`src/hdl/msp_pkg.sv`:
```
// ----------------------------------------------------------------------------
// Mandelbrot pixel package
// Shared widths, register codes, payload types and the colour ramp for the
// escape-time pixel block.
// ----------------------------------------------------------------------------
package msp_pkg;

  localparam int FracBits = 28;
  localparam int CoordW   = FracBits + 4;
  localparam int MaxColumns = 1024;
  localparam int MaxRows    = 1024;
  localparam int IdxW  = 10;
  localparam int IterW = 16;
  localparam int CfgIdxW  = 3;
  localparam int CfgDataW = 32;

  localparam logic [CfgIdxW-1:0] RegOriginX = 3'd0;
  localparam logic [CfgIdxW-1:0] RegOriginY = 3'd1;
  localparam logic [CfgIdxW-1:0] RegStepX   = 3'd2;
  localparam logic [CfgIdxW-1:0] RegStepY   = 3'd3;
  localparam logic [CfgIdxW-1:0] RegLimit   = 3'd4;

  typedef struct packed {
    logic [IdxW-1:0] column;
    logic [IdxW-1:0] row;
  } pix_in_t;

  typedef struct packed {
    logic [7:0]       red;
    logic [7:0]       green;
    logic [7:0]       blue;
    logic [IterW-1:0] iterations_done;
    logic             inside_res;
  } pix_out_t;

  // Work handed from the front end to the iteration engine.
  typedef struct packed {
    logic signed [CoordW-1:0] cx;
    logic signed [CoordW-1:0] cy;
  } pt_t;

  // Colour for a 17-bit Q1.16 position.
  function automatic logic [23:0] ramp(input logic [16:0] pos);
    logic [19:0] m7;
    logic [2:0]  n;
    logic [23:0] tm;
    logic [7:0]  t;
    logic [7:0]  it;
    m7 = 20'(pos) * 20'd7;
    n  = m7[18:16];
    tm = 24'(m7[15:0]) * 24'd255;
    t  = tm[23:16];
    it = 8'd255 - t;
    unique case (n)
      3'd0:    ramp = {8'd0,   t,     8'd255};
      3'd1:    ramp = {8'd0,   it,    8'd255};
      3'd2:    ramp = {t,      8'd255, 8'd0};
      3'd3:    ramp = {8'd255, it,    8'd0};
      3'd4:    ramp = {t,      8'd0,  8'd255};
      3'd5:    ramp = {8'd255, 8'd0,  it};
      default: ramp = {8'd255, 8'd0,  8'd0};
    endcase
  endfunction

endpackage

```
`src/hdl/msp_front.sv`:
```
// ----------------------------------------------------------------------------
// Mandelbrot front end
// Maps the pixel index to point c over two stages and saturates c.
// ----------------------------------------------------------------------------
module msp_front (
  input  logic                              clk_i,
  input  logic                              rst_ni,
  input  logic                              in_valid_i,
  output logic                              in_ready_o,
  input  msp_pkg::pix_in_t                  in_data_i,
  input  logic signed [31:0]                origin_x_i,
  input  logic signed [31:0]                origin_y_i,
  input  logic [30:0]                       step_x_i,
  input  logic [30:0]                       step_y_i,
  output logic                              pt_valid_o,
  input  logic                              pt_ready_i,
  output msp_pkg::pt_t                      pt_o
);
  localparam int W = msp_pkg::CoordW;
  logic        s1_q;
  logic [41:0] px_q, py_q;
  logic        s2_q;
  msp_pkg::pt_t pt_q;
  logic signed [43:0] cx, cy, acy, hi, lo;
  logic s1_adv;

  assign s1_adv     = !s2_q || pt_ready_i;
  assign in_ready_o = !s1_q || s1_adv;
  assign pt_valid_o = s2_q;
  assign pt_o       = pt_q;

  always_comb begin
    hi = 44'sd2 ** (W - 1) - 44'sd1;
    lo = -hi - 44'sd1;
    cx = 44'(origin_x_i) + $signed({2'b0, px_q});
    cy = 44'(origin_y_i) + $signed({2'b0, py_q});
    acy = cy < 0 ? -cy : cy;
    if ((acy <<< 1) < $signed({13'd0, step_y_i})) cy = '0;
    if (cx > hi) cx = hi; else if (cx < lo) cx = lo;
    if (cy > hi) cy = hi; else if (cy < lo) cy = lo;
  end

  always_ff @(posedge clk_i or negedge rst_ni) begin
    if (!rst_ni) begin
      s1_q <= 1'b0;
      s2_q <= 1'b0;
    end else begin
      if (in_ready_o) s1_q <= in_valid_i;
      if (s1_adv) s2_q <= s1_q;
    end
  end

  always_ff @(posedge clk_i) begin
    if (in_ready_o && in_valid_i) begin
      px_q <= 42'(in_data_i.column) * 42'(step_x_i);
      py_q <= 42'(in_data_i.row) * 42'(step_y_i);
    end
    if (s1_adv && s1_q) begin
      pt_q.cx <= W'(cx);
      pt_q.cy <= W'(cy);
    end
  end
endmodule

```
`config.mk`:
```
export PLATFORM = sky130hd
export DESIGN_NAME = msp_front
export DESIGN_NICKNAME = d
export VERILOG_FILES = /design/src/hdl/msp_pkg.sv /design/src/hdl/msp_front.sv
export SDC_FILE = /design/constraint.sdc
export NUM_CORES = 2
export LEC_CHECK = 0
export ABC_AREA = 1
export BUFFER_PORTS_ARGS = -buffer_cell sky130_fd_sc_hd__buf_2
export CORE_AREA = 3 3 246 248
export CTS_CLUSTER_DIAMETER = 100
export CTS_CLUSTER_SIZE = 24
export DETAILED_ROUTE_END_ITERATION = 16
export DIE_AREA = 0 0 249 251
export PLACE_DENSITY = 0.8
export SLEW_MARGIN = 20
export SYNTH_ARGS = -nofsm -noshare
export SYNTH_HDL_FRONTEND = slang
export SYNTH_SLANG_ARGS = --single-unit
```
`constraint.sdc`:
```
create_clock -name clk_i -period 5.1 [get_ports clk_i]
set_input_delay 0.255 -clock clk_i [delete_from_list [all_inputs] [get_ports clk_i]]
set_output_delay 0.255 -clock clk_i [all_outputs]
set_load 0.03 [all_outputs]
```
==> metrics.cfg <==
[placed_design]
port_buffers=215
dp_hpwl_um=78580
gp_congestion=0.9977
placed_area_um2=38360
dpl_worst_slack_ns=-0.5062

[layout]
syn_to_final_growth_pct=25.66
num-fill-cells=4390
layout-drive-gt1-share_pct=23.10
stdcell_area_um2=40890
nets=5959

[timing]
setup_ws_ns=-0.2606
setup_viol=32
max_freq_ghz=0.1865
skew_ns=0.01398
drv_slew=0
rsz0062_at_grt=yes
slew_headroom_pct=45.52
tightestPinTransition_ns=0.8172
period_minus_slack_ns=5.361
fin_crit_sh_pct=105.1
finalHoldViolations=0

[pwr]
power.leakage_nw=22.81
comb_power_share_pct=87.1
sequentialPowerShare_pct=8.9
p_int_w=0.01587
ir_worst_vdd_mv=0.6535
power_density_nw_per_um2=773.4
p_sw_share_pct=49.80
p_clk_share_pct=4.0
p_switching_w=0.01575

[setup_path]
arrival_ns=5.55
crit_type=flop to flop
worstSetupEndpointType=flop
crit_required_ns=5.29
cp_slowest_cell=edfxtp_1
crit_path_max_incr_delay_ns=0.42
startpoint_type=flop
cp_max_fo=7

[run_status]
violations=setup timing
run_status=complete, but fails checks

[route]
routedWlPerCell_um=17.06
wl_um=100200
via_per_inst=5.394
dr.pass1.iters=7
drc_errors=0
final_antenna_net_count=0
vias=31660
drt_iter0_markers=2160

[cts]
cts.clk_slew.worst_paths_ns=0.07
cts.sinks=148
cts_made_buffers=17
cts_max_path_buffers=2
clock-root-buffer=clkbuf_16
clk_latency_ns=0.44
htree_num_levels=4
cts_tree=done

[synth]
synth_cell_types=49
syn_inst=4415
ys_top_cells_by_count=nand2_1, inv_1, fa_1
synth_area_um2=32540
synth_enable_flop_cells=146
yosys.area.top_type=fa_1
synth_ff_type=edfxtp_1
syn_area_per_cell_um2=7.370
seq_area_frac_synth_pct=13.63
async_flop_share_pct=1.351
synth.area.top_cells=fa_1, nand2_1, edfxtp_1, inv_1, ha_1
synth_most_common_cell=nand2_1
synth_nets=5294
synth_top_area_share_pct=28.42
ys_seq_elements=148
yosysWarnings=0

[floorplan]
pin_count=216
die_area_um2=62500
die_h_um=251
coreArea_um2=58690
start_util_pct=55.45
die_width_um=249
rows=89

[grt]
grt-ovfl-total=0
grt_pass1_vias=31880
antenna_found_initial=6
grt_pass1_wl_um=155700
grt_max_degree=65
grtUsageTotal_pct=30.52

[run]
cap_viol_max_count=0

[min_path]
worstHoldPathType=primary input to flop

[cell usage in the layout, fill, tap and decap left out, drive strengths merged, types with 4 or more instances in the layout]
| cell | count |
|---|---|
| nand4 | 40 |
| o21bai | 8 |
| nand3b | 4 |
| o21a | 10 |
| xor2 | 101 |
| nand3 | 125 |
| fa | 462 |
| nor4 | 7 |
| diode | 6 |
| o31ai | 4 |
| o221ai | 6 |
| xnor2 | 46 |
| buf | 776 |
| o2111ai | 35 |
| clkinvlp | 4 |
| a21o | 9 |
| o211ai | 8 |
| edfxtp | 146 |
| inv | 995 |
| nand2 | 1411 |
| o21ai | 83 |
| nor2 | 230 |
| a21boi | 4 |
| ha | 267 |
| clkinv | 7 |
| clkbuf | 37 |
| a31oi | 25 |
| a21oi | 204 |
| nor3 | 26 |
[flip-flops by register name, indices dropped and copies added, names as in the netlist]
signal and count:
py_q 41, pt_o 64, pt_valid_o 1, px_q 41, s1_q 1
[path summary, 6_finish.rpt]
kind | cells past startpoint | slack, ns | from | endpoint
min in group asynchronous | 2 | 0.12 | rst_ni | pt_valid_o
worst max register to register | 39 | -0.26 | py_q[3] | pt_o[3]
max in group asynchronous | 2 | 4.88 | rst_ni | s1_q
worst max-delay path | 39 | -0.26 | py_q[3] | pt_o[3]
worst min-delay path | 4 | 0.1 | pt_ready_i | pt_valid_o
worst min register to register | 2 | 0.52 | s1_q | pt_valid_o
[kinds of logic (layout without fill, tap and decap cells)]
logic type | after synthesis | in the layout | share of synthesized area (%)
compound gates | 398 | 398 | 7.129
fa+ha+maj | 729 | 729 | 38.69
buf+inv | 1146 | 1822 | 13.37
simple gates | 1847 | 1847 | 23.22
flops | 148 | 148 | 13.63
xor+xnor | 147 | 147 | 3.957
other cells | 0 | 6 | 0
[worst max-delay path, delay by kind of cell, from the launching register on]
kind / cells / cell delay [ns]
AND/OR/NAND/NOR: 23 / 2.51
buffers and inverters: 9 / 1.20
adder cells (fa/ha/maj): 2 / 0.47
flip-flops: 1 / 0.42
AO/OA/AOI/OAI: 4 / 0.34
XOR/XNOR: 1 / 0.15
[cell type report]
type	count	area (um^2)	area share [%]
antenna	6	15.01	0.03672
clock buffer	19	432.9	1.059
clock inverter	11	128.9	0.3152
inverter	997	3749	9.168
multi-input combinational	3121	25220	61.67
sequential	148	4434	10.84
tap	773	967.2	2.365
timing repair buffer	795	5947	14.54
[what timing repair did]
| action | in CTS | in global routing |
|---|---|---|
| hold buffers | 1 | 0 |
| gates resized for setup | 93 | 255 |
| gates cloned | 1 | 4 |
| setup endpoints to repair | 35 | 64 |
| hold endpoints to repair | 2 | 0 |
| pin swaps | 26 | 89 |
| setup buffers | 15 | 27 |
[power by group through the flow]
stage / sequential (W) / combinational, W / clock (W)
final: 0.00281 / 0.0275 / 0.00127
after global routing: 0.00285 / 0.0303 / 0.00132
after CTS: 0.00280 / 0.0252 / 0.00126
after detailed placement: 0.00279 / 0.0247 / 0
after global placement: 0.00278 / 0.0241 / 0
after floorplan: 0.00301 / 0.0146 / 0
[stage by stage]
| stage | power [W] | hold slack [ns] | instances | utilization [%] | setup TNS [ns] |
|---|---|---|---|---|---|
| 3_3_place_gp | 0.02686 | 0.04082 | 5788 | 65.37 | -10.52 |
| 3_5_place_dp | 0.02748 | 0.04594 | 5788 | 65.37 | -20.27 |
| 5_1_grt | 0.03449 | 0.1065 | 5869 | 69.67 | -15.67 |
| 6_report | 0.03162 | 0.09585 | 5870 | 69.68 | -7.149 |
| 4_1_cts | 0.02924 | 0.08798 | 5835 | 67.44 | -0.1898 |
| 2_1_floorplan | 0.01762 | -0.04059 | 4415 | - | -0.03033 |
[layer usage]
layer / up-vias / track usage, % / routed length [um]
met5: - / 0 / 0
met4: 0 / 15.21 / 6022
met3: 353 / 3.507 / 6819
met2: 1354 / 53.98 / 49360
met1: 15220 / 37.11 / 37960
li1: 14740 / - / -
No activity file was read; power rests on OpenSTA's default activity.
