$ cat config.mk
export PLATFORM = sky130hd
export DESIGN_NAME = msp_queue
export DESIGN_NICKNAME = d
export VERILOG_FILES = /design/src/hdl/msp_pkg.sv /design/src/hdl/msp_queue.sv
export SDC_FILE = /design/constraint.sdc
export NUM_CORES = 1
export LEC_CHECK = 0
export ABC_AREA = 1
export BUFFER_PORTS_ARGS = -buffer_cell sky130_fd_sc_hd__buf_2
export CORE_AREA = 4 4 79 136
export DETAILED_ROUTE_END_ITERATION = 12
export DIE_AREA = 0 0 83 140
export PLACE_DENSITY = 0.83
export SYNTH_ARGS = -nofsm -noshare
export SYNTH_HDL_FRONTEND = slang
export SYNTH_SLANG_ARGS = --single-unit
$ cat constraint.sdc
create_clock -name clk_i -period 4.9 [get_ports clk_i]
set_clock_uncertainty 0.2 [all_clocks]
set_input_delay 0.49 -clock clk_i [delete_from_list [all_inputs] [get_ports clk_i]]
set_output_delay 0.49 -clock clk_i [all_outputs]
set_load 0.01 [all_outputs]
$ cat src/hdl/msp_pkg.sv
// ----------------------------------------------------------------------------
// Mandelbrot pixel package
// Shared widths, register codes, payload types and the colour ramp for the
// escape-time pixel block.
// ----------------------------------------------------------------------------
package msp_pkg;

  localparam int FracBits = 28;
  localparam int CoordW   = FracBits + 4;
  localparam int MaxColumns = 1024;
  localparam int MaxRows    = 1024;
  localparam int IdxW  = 10;
  localparam int IterW = 16;
  localparam int CfgIdxW  = 3;
  localparam int CfgDataW = 32;

  localparam logic [CfgIdxW-1:0] RegOriginX = 3'd0;
  localparam logic [CfgIdxW-1:0] RegOriginY = 3'd1;
  localparam logic [CfgIdxW-1:0] RegStepX   = 3'd2;
  localparam logic [CfgIdxW-1:0] RegStepY   = 3'd3;
  localparam logic [CfgIdxW-1:0] RegLimit   = 3'd4;

  typedef struct packed {
    logic [IdxW-1:0] column;
    logic [IdxW-1:0] row;
  } pix_in_t;

  typedef struct packed {
    logic [7:0]       red;
    logic [7:0]       green;
    logic [7:0]       blue;
    logic [IterW-1:0] iterations_done;
    logic             inside_res;
  } pix_out_t;

  // Work handed from the front end to the iteration engine.
  typedef struct packed {
    logic signed [CoordW-1:0] cx;
    logic signed [CoordW-1:0] cy;
  } pt_t;

  // Colour for a 17-bit Q1.16 position.
  function automatic logic [23:0] ramp(input logic [16:0] pos);
    logic [19:0] m7;
    logic [2:0]  n;
    logic [23:0] tm;
    logic [7:0]  t;
    logic [7:0]  it;
    m7 = 20'(pos) * 20'd7;
    n  = m7[18:16];
    tm = 24'(m7[15:0]) * 24'd255;
    t  = tm[23:16];
    it = 8'd255 - t;
    unique case (n)
      3'd0:    ramp = {8'd0,   t,     8'd255};
      3'd1:    ramp = {8'd0,   it,    8'd255};
      3'd2:    ramp = {t,      8'd255, 8'd0};
      3'd3:    ramp = {8'd255, it,    8'd0};
      3'd4:    ramp = {t,      8'd0,  8'd255};
      3'd5:    ramp = {8'd255, 8'd0,  it};
      default: ramp = {8'd255, 8'd0,  8'd0};
    endcase
  endfunction

endpackage

$ cat src/hdl/msp_queue.sv
// ----------------------------------------------------------------------------
// Mandelbrot point queue
// Two-entry queue between the front end and the iteration engine.
// ----------------------------------------------------------------------------
module msp_queue (
  input  logic         clk_i,
  input  logic         rst_ni,
  input  logic         wr_valid_i,
  output logic         wr_ready_o,
  input  msp_pkg::pt_t wr_data_i,
  output logic         rd_valid_o,
  input  logic         rd_ready_i,
  output msp_pkg::pt_t rd_data_o
);
  msp_pkg::pt_t mem_q [2];
  logic       wp_q, rp_q;
  logic [1:0] cnt_q;
  logic       wr, rd;

  assign wr_ready_o = cnt_q != 2'd2;
  assign rd_valid_o = cnt_q != 2'd0;
  assign rd_data_o  = mem_q[rp_q];
  assign wr = wr_valid_i && wr_ready_o;
  assign rd = rd_valid_o && rd_ready_i;

  always_ff @(posedge clk_i or negedge rst_ni) begin
    if (!rst_ni) begin
      wp_q <= 1'b0;
      rp_q <= 1'b0;
      cnt_q <= 2'd0;
    end else begin
      if (wr) wp_q <= !wp_q;
      if (rd) rp_q <= !rp_q;
      cnt_q <= cnt_q + 2'(wr) - 2'(rd);
    end
  end

  always_ff @(posedge clk_i) begin
    if (wr) mem_q[wp_q] <= wr_data_i;
  end
endmodule

==> results of run 1 <==
-- area by class of cell --
type / instances / area share (%)
multi-input cells: 212 / 13.4
flip-flops and latches: 132 / 63.3
repair buffers: 137 / 11.2
clock buffers: 24 / 7.89
diodes: 1 / 0.0401
clock inverters: 8 / 1.20
well taps: 125 / 2.51
inverters: 8 / 0.482
-- cells in the final DEF (no fill, tap or decap), types with 2 or more instances in the layout --
cell type | Yosys | routed
nand2_1 | 199 | 199
buf_2 | 0 | 133
edfxtp_1 | 128 | 128
clkbuf_16 | 0 | 17
inv_1 | 7 | 7
clkinvlp_4 | 0 | 4
clkbuf_8 | 0 | 4
nor2_1 | 5 | 3
clkbuf_1 | 1 | 3
clkinv_2 | 0 | 3
dfrtp_1 | 4 | 3
buf_4 | 1 | 3
nand2_2 | 2 | 2
nand3_1 | 2 | 2
nor2_4 | 0 | 2
-- state kept, by name, summed over array words and instances (netlist names) --
| name | flops |
|---|---|
| mem_q | 128 |
| cnt_q | 2 |
| rp_q | 1 |
| wp_q | 1 |
-- layer usage --
layer / global-route usage [%] / vias to the layer above
met3: 6.24 / 30
met2: 30.8 / 110
met1: 16.6 / 1498
li1: - / 1519
met4: 11.3 / 2
met5: 0 / -
-- kinds of logic (layout without fill, tap and decap cells) --
family | count (synthesis) | count (layout) | synth area share (%)
flip-flops | 132 | 132 | 79.8
AND/OR/NAND/NOR | 208 | 208 | 16.0
adder cells (fa/ha/maj) | 1 | 1 | 0.253
buffers and inverters | 22 | 177 | 3.57
AO/OA/AOI/OAI | 2 | 2 | 0.202
XOR/XNOR | 1 | 1 | 0.177
other | 0 | 1 | 0
-- where the power goes --
group / switching, mW / internal, mW / leakage, nW / total [mW]
logic: 0.791 / 0.375 / 1.21 / 1.17
registers: 0.0698 / 1.55 / 1.23 / 1.62
clock network: 0.424 / 0.748 / 0.268 / 1.17
total: 1.28 / 2.67 / 2.71 / 3.95
-- per-stage QoR --
stage | util, % | instances | setup slack, ns
finish | 64.1 | 647 | 1.79
global route | 64.1 | 647 | 1.54
CTS | 64.0 | 646 | 1.75
detailed placement | 58.1 | 613 | 2.20
global placement | 58.1 | 613 | 2.24
floorplan | - | 366 | 0.886
-- worst reg2reg max path: stages, from the launching register on --
cell     delay [ns]
dfrtp_1        0.40
inv_1          0.08
nand2_2        0.10
nand2_2        0.12
nor2_4         0.83
buf_4          0.52
-- worst min path at each step --
stage / start / end / cells past startpoint
after global routing: wr_data_i[59] / mem_q[0][59]$_DFFE_PP_ / 1
after CTS: wr_data_i[28] / mem_q[0][28]$_DFFE_PP_ / 1
after floorplan: rst_ni / cnt_q[0]$_DFF_PN0_ / 0
after global placement: rst_ni / cnt_q[0]$_DFF_PN0_ / 1
after detailed placement: rst_ni / cnt_q[0]$_DFF_PN0_ / 1
final: wr_data_i[10] / mem_q[0][10]$_DFFE_PP_ / 1
==> run metrics, run 1 <==
status=finished, final reports clean; largest net degree at the start of global routing=66; unrepaired setup endpoints after global routing=no; # DRC=0; met2 wire len=5420 um; Crit Reg-Reg Endpoint=mem_q[0][7]$_DFFE_PP_; Worst Path Max Fanout=65; delay-heaviest family, CP=buffers and inverters; area occupied by multi-input gates=835 sq um; Cell Chain, Critical Path=buf_4, inv_2, nand2_1, nand2_1, buf_2; setup bufs post-CTS=0; Rel. slew slack=about 27%; Final Power=roughly 4 mW; Worst Max-Slew Pin Slew=between 1 and 1.5 ns; required time of the critical path=around 4.2 ns; worst r2r path cells=5; Routed Antenna Nets=0; Buf/Inv on CP=3; clock slew at reported path FFs=around 0.06 ns; Placement Cell Area=between 5000 and 6000 sq um; share of synthesized registers carrying an async set or reset=a little over 3%; syn nets=around 440; drt total wl=just under 10000 um; Final Wtd Congestion=~0.74; GRT overflow=0; CTS tree=built; 1st-iter DRT viols=170; most used cell, CP=nand2_1; initial antenna violation count=2; CTS H-tree lvls=4; Post-synth EDFFs=about 130; Crit path largest cell delay=around 0.87 ns; Yosys warnings=0; CTS buffer count=17; Total GRT Usage=17.4%; Top Metal Used=met5; Synth top area share=about 78%; HP Class=input pin to register; hold_buf cts=1; Layout Area Growth over Synthesis=26.2%; Pre-Repair DR Iteration Count=4; final instance area=6230 sq um; setup violators final=0; Die Width=between 80 and 90 um; top cells by area, synth=edfxtp_1 78%, nand2_1 15%, buf_6 2.7%; Final Hold Slack=approximately 0.076 ns; share of post-route cells with drive strength above 1=between 30% and 40%; slowest CP cell=inv_2; min cycle time layout=roughly 3.1 ns; Fillers=~750; crit path capture=rd_data_o[45]; vias in the first global route=around 3300; distinct cell type count after synthesis=15; cell row count=48; PortBufs=approximately 130; commonest cells in the synthesized netlist=199 x nand2_1, 128 x edfxtp_1, 12 x buf_6, 7 x inv_1, 5 x nor2_1; setup tns final=0 ns; FF-to-FF Start=cnt_q[0]$_DFF_PN0_; clk buf depth=2; global-route wire length before repair=15300 um; Reg2Reg Setup Slack=~2.3 ns; vias per cell=just under 5; FF+latch count, synth=approximately 130; initial core utilization=50.8%; Die Y=between 100 and 150 um; vias=roughly 3200; worst skew pair latency=~0.4 ns; post_cts resized=0; synthesized area=4940 sq um; Pleak=about 2.7 nW; Post-Synthesis Cells=about 370; fin. max-slew vios=0; drt wl/cell=between 15 and 20 um; Synth area leader=edfxtp_1; count leader, synth=nand2_1; clock root cell=clkbuf_16; pwr/cell area=about 630 nW/um^2; VDD IR max=between 500 and 600 uV; commonest register cell after synthesis=edfxtp_1; crit path capture type=output pin; Seq/Total Area, Yosys=about four fifths; CP Launch Type=register; Fin. Hold Viols=0; critical path arrival=between 2 and 2.5 ns; Core Area=approximately 9700 sq um; CP startpoint=rp_q$_DFFE_PN0P_; # IOs=134; post-DP HPWL=approximately 6500 um; fin crit share=63.5%; crit path kind=register to output pin; Clock Sink Count=132; average cell area after synthesis=around 13 sq um; fmax=321 MHz; Crit path depth=5; routed length on met1=approximately 3500 um; register area=about 3900 sq um; nets=slightly below 600; Max Cap Violations=0; DR WL met3=between 500 and 600 um; DIE AREA=~12000 sq um
No activity file was read; power rests on OpenSTA's default activity.
==> run 2, diff against run 1 <==
Settings changed: ABC_AREA 1 to 0, CORE_AREA 4 4 79 136 to 4 4 82 142, DIE_AREA 0 0 83 140 to 0 0 86 146, PLACE_DENSITY 0.83 to 0.8.
Clock period 4.9 ns to 2.66 ns, I/O delays scaled along.
==> run metrics, run 2 <==
commonest non-fill, non-tap cell in the layout=buf_2; VDD IR max=746 uV (+35%); synthesized area=4860 sq um (-1.7%); Post-synth EDFFs=128 (unchanged); count leader, synth=edfxtp_1; Hold Crit Start=wr_valid_i; drt total wl=10200 um (+2.9%); Hold Path Stages=3 (+2); fmax=between 400 and 500 MHz; flip-flop count of the largest register after layout=128 (unchanged); commonest cells after routing, fill and taps aside=133 x buf_2, 128 x edfxtp_1, 67 x dlygate4sd3_1; initial antenna violation count=1 (-1); Clock Sink Count=132 (unchanged); Pre-Repair DR Iteration Count=4 (unchanged); setup tns final=0 ns (unchanged); 1st-iter DRT viols=99 (-42%); Core Area=10600 sq um (+8.7%); setup violators final=0 (unchanged); Max Cap Violations=0 (unchanged); clock slew at reported path FFs=0.05 ns (about the same); Rel. slew slack=65.8% (+39 points); Pleak=2.64 nW (-2.7%); Worst Hold End=wp_q$_DFFE_PN0P_; slowest CP cell=dfrtp_2; status=finished, final reports clean; FF+latch count, synth=132 (unchanged); # DRC=0 (unchanged); Seq/Total Area, Yosys=81.2% (+1.4 points); worst r2r path cells=3 (-2); Final Power=7.23 mW (+83%); share of synthesized registers carrying an async set or reset=3.03% (unchanged); clk buf depth=2 (unchanged); pwr/cell area=1040 nW/um^2 (+64%); required time of the critical path=2.19 ns (-2.02 ns); Crit Reg-Reg Endpoint=mem_q[1][39]$_DFFE_PP_; vias per cell=4.84 (-0.83%); CP Launch Type=register; Post-Synthesis Cells=221 (-40%); syn nets=290 (-33%); worst skew pair latency=0.40 ns (about the same); crit path kind=register to output pin; Worst Path Max Fanout=55 (-15%); Die Y=146 um (+4.3%); DIE AREA=12600 sq um (+8.1%); nets=508 (-12%); fin. max-slew vios=0 (unchanged); unrepaired setup endpoints after global routing=no; fin crit share=between 80% and 90%; post-DP HPWL=6440 um (-1.6%); register with the most flip-flops=mem_q; top cells by area, synth=edfxtp_1 79%, mux2_2 15%, dfrtp_1 2.1%; Largest regs=mem_q x128, cnt_q x2; Total GRT Usage=17.4% (about the same); distinct cell type count after synthesis=19 (+4); Synth top area share=79.2% (+1.3 points); final instance area=6930 sq um (+11%); post_cts resized=0 (unchanged); Fillers=734 (-2.5%); crit path capture type=output pin; post-route non-filler standard cell count=583 (-9.9%); Routed Antenna Nets=0 (unchanged); global-route wire length before repair=16300 um (+6.2%); commonest cells in the synthesized netlist=128 x edfxtp_1, 64 x mux2_2, 5 x buf_6, 4 x dfrtp_1; vias in the first global route=3259 (-0.88%); HP Class=input pin to register; Buf/Inv on CP=2 (-1); final worst slack=0.370 ns (-1.42 ns); Yosys warnings=0 (unchanged); commonest register cell after synthesis=edfxtp_1; Final Wtd Congestion=0.756 (+1.6%); GRT overflow=0 (unchanged); largest net degree at the start of global routing=56 (-15%); clock root cell=clkbuf_16; Final Hold Slack=0.0829 ns (+0.00641 ns); share of post-route cells with drive strength above 1=51.5% (+19 points); CTS buffer count=17 (unchanged); CTS tree=built; worst slack, placed=0.713 ns (-1.48 ns); post-layout utilization of the core=65.6% (+1.5 points); PortBufs=133 (unchanged); average cell area after synthesis=22.0 sq um (+63%); setup bufs post-CTS=0 (unchanged); initial core utilization=45.9% (-4.8 points); Crit path largest cell delay=0.52 ns (-0.35 ns); hold_buf cts=67 (+66); Placed Instances=483 (-21%); Fin. Hold Viols=0 (unchanged); Worst Max-Slew Pin Slew=0.514 ns (-0.575 ns); # IOs=134 (unchanged); Synth area leader=edfxtp_1; Reg2Reg Setup Slack=0.72 ns (-1.59 ns); CTS H-tree lvls=4 (unchanged); drt wl/cell=17.5 um (+14%); critical path arrival=1.82 ns (-0.60 ns); Cell Chain, Critical Path=buf_12, mux2_2, buf_2; delay-heaviest family, CP=flip-flops; Layout Area Growth over Synthesis=42.8%; Die Width=86 um (+3.6%); Placement Cell Area=5710 sq um (+0.93%); cell row count=50 (+4.2%); vias=2823 (-11%); FF-to-FF Start=cnt_q[0]$_DFF_PN0_; min cycle time layout=about 2.3 ns
==> run 2: cell count changes in the layout (fill, tap and decap cells not counted), moves of 2 or more <==
cell | before | now
clkbuf_8 | 4 | 0
nand2_1 | 199 | 2
buf_12 | 0 | 3
nand2_2 | 2 | 0
mux2_2 | 0 | 64
xnor2_1 | 0 | 3
dlygate4sd3_1 | 1 | 67
inv_1 | 7 | 0
clkbuf_1 | 3 | 5
clkinv_1 | 0 | 2
==> run 2: worst max path at each step <==
stage	startpoint	endpoint	cells past startpoint	slack, ns
after global routing	rp_q$_DFFE_PN0P_	rd_data_o[50]	3	0.30
after floorplan	cnt_q[0]$_DFF_PN0_	mem_q[0][0]$_DFFE_PP_	3	0.37
after global placement	cnt_q[0]$_DFF_PN0_	mem_q[1][2]$_DFFE_PP_	3	0.76
after CTS	rp_q$_DFFE_PN0P_	rd_data_o[35]	3	0.35
after detailed placement	cnt_q[0]$_DFF_PN0_	mem_q[1][2]$_DFFE_PP_	3	0.71
final	rp_q$_DFFE_PN0P_	rd_data_o[50]	3	0.37
==> run 2: metal layers <==
metal  up-vias  GRT usage, %  wire length [um]
met5         -             0                 0
met4         0          8.32               339
met1      1384          16.3              3290
met2        92          32.3              6050
li1       1319             -                 -
met3        28          5.95               502
==> run 2: logic make-up after synthesis <==
logic type / Yosys count / share of synthesized area [%]
flops: 132 / 81.2
mux: 64 / 14.8
simple gates: 11 / 1.24
buf+inv: 7 / 1.42
compound gates: 3 / 0.490
xor+xnor: 3 / 0.541
fa+ha+maj: 1 / 0.258
==> run 2: area by class of cell <==
cell class / instances / area, sq um / area share [%]
multi-input cells: 82 / 851 / 12.3
well taps: 130 / 163 / 2.35
clock inverters: 10 / 109 / 1.57
repair buffers: 206 / 1420 / 20.5
clock buffers: 22 / 444 / 6.41
flip-flops and latches: 132 / 3950 / 56.9
diodes: 1 / 2.50 / 0.0361
==> run 2: report_power, final <==
group	total [mW]	internal, mW	switching (mW)
logic	2.08	1.00	1.07
clock network	2.15	1.37	0.786
registers	3.00	2.85	0.154
total	7.23	5.22	2.02
==> run 2: tightest hold or removal path: cells and delay by family <==
kind	cells	cell delay [ns]
and+or+nand+nor	1	0.14
xor gates and xnor gates	1	0.09
buffers and inverters	1	0.14
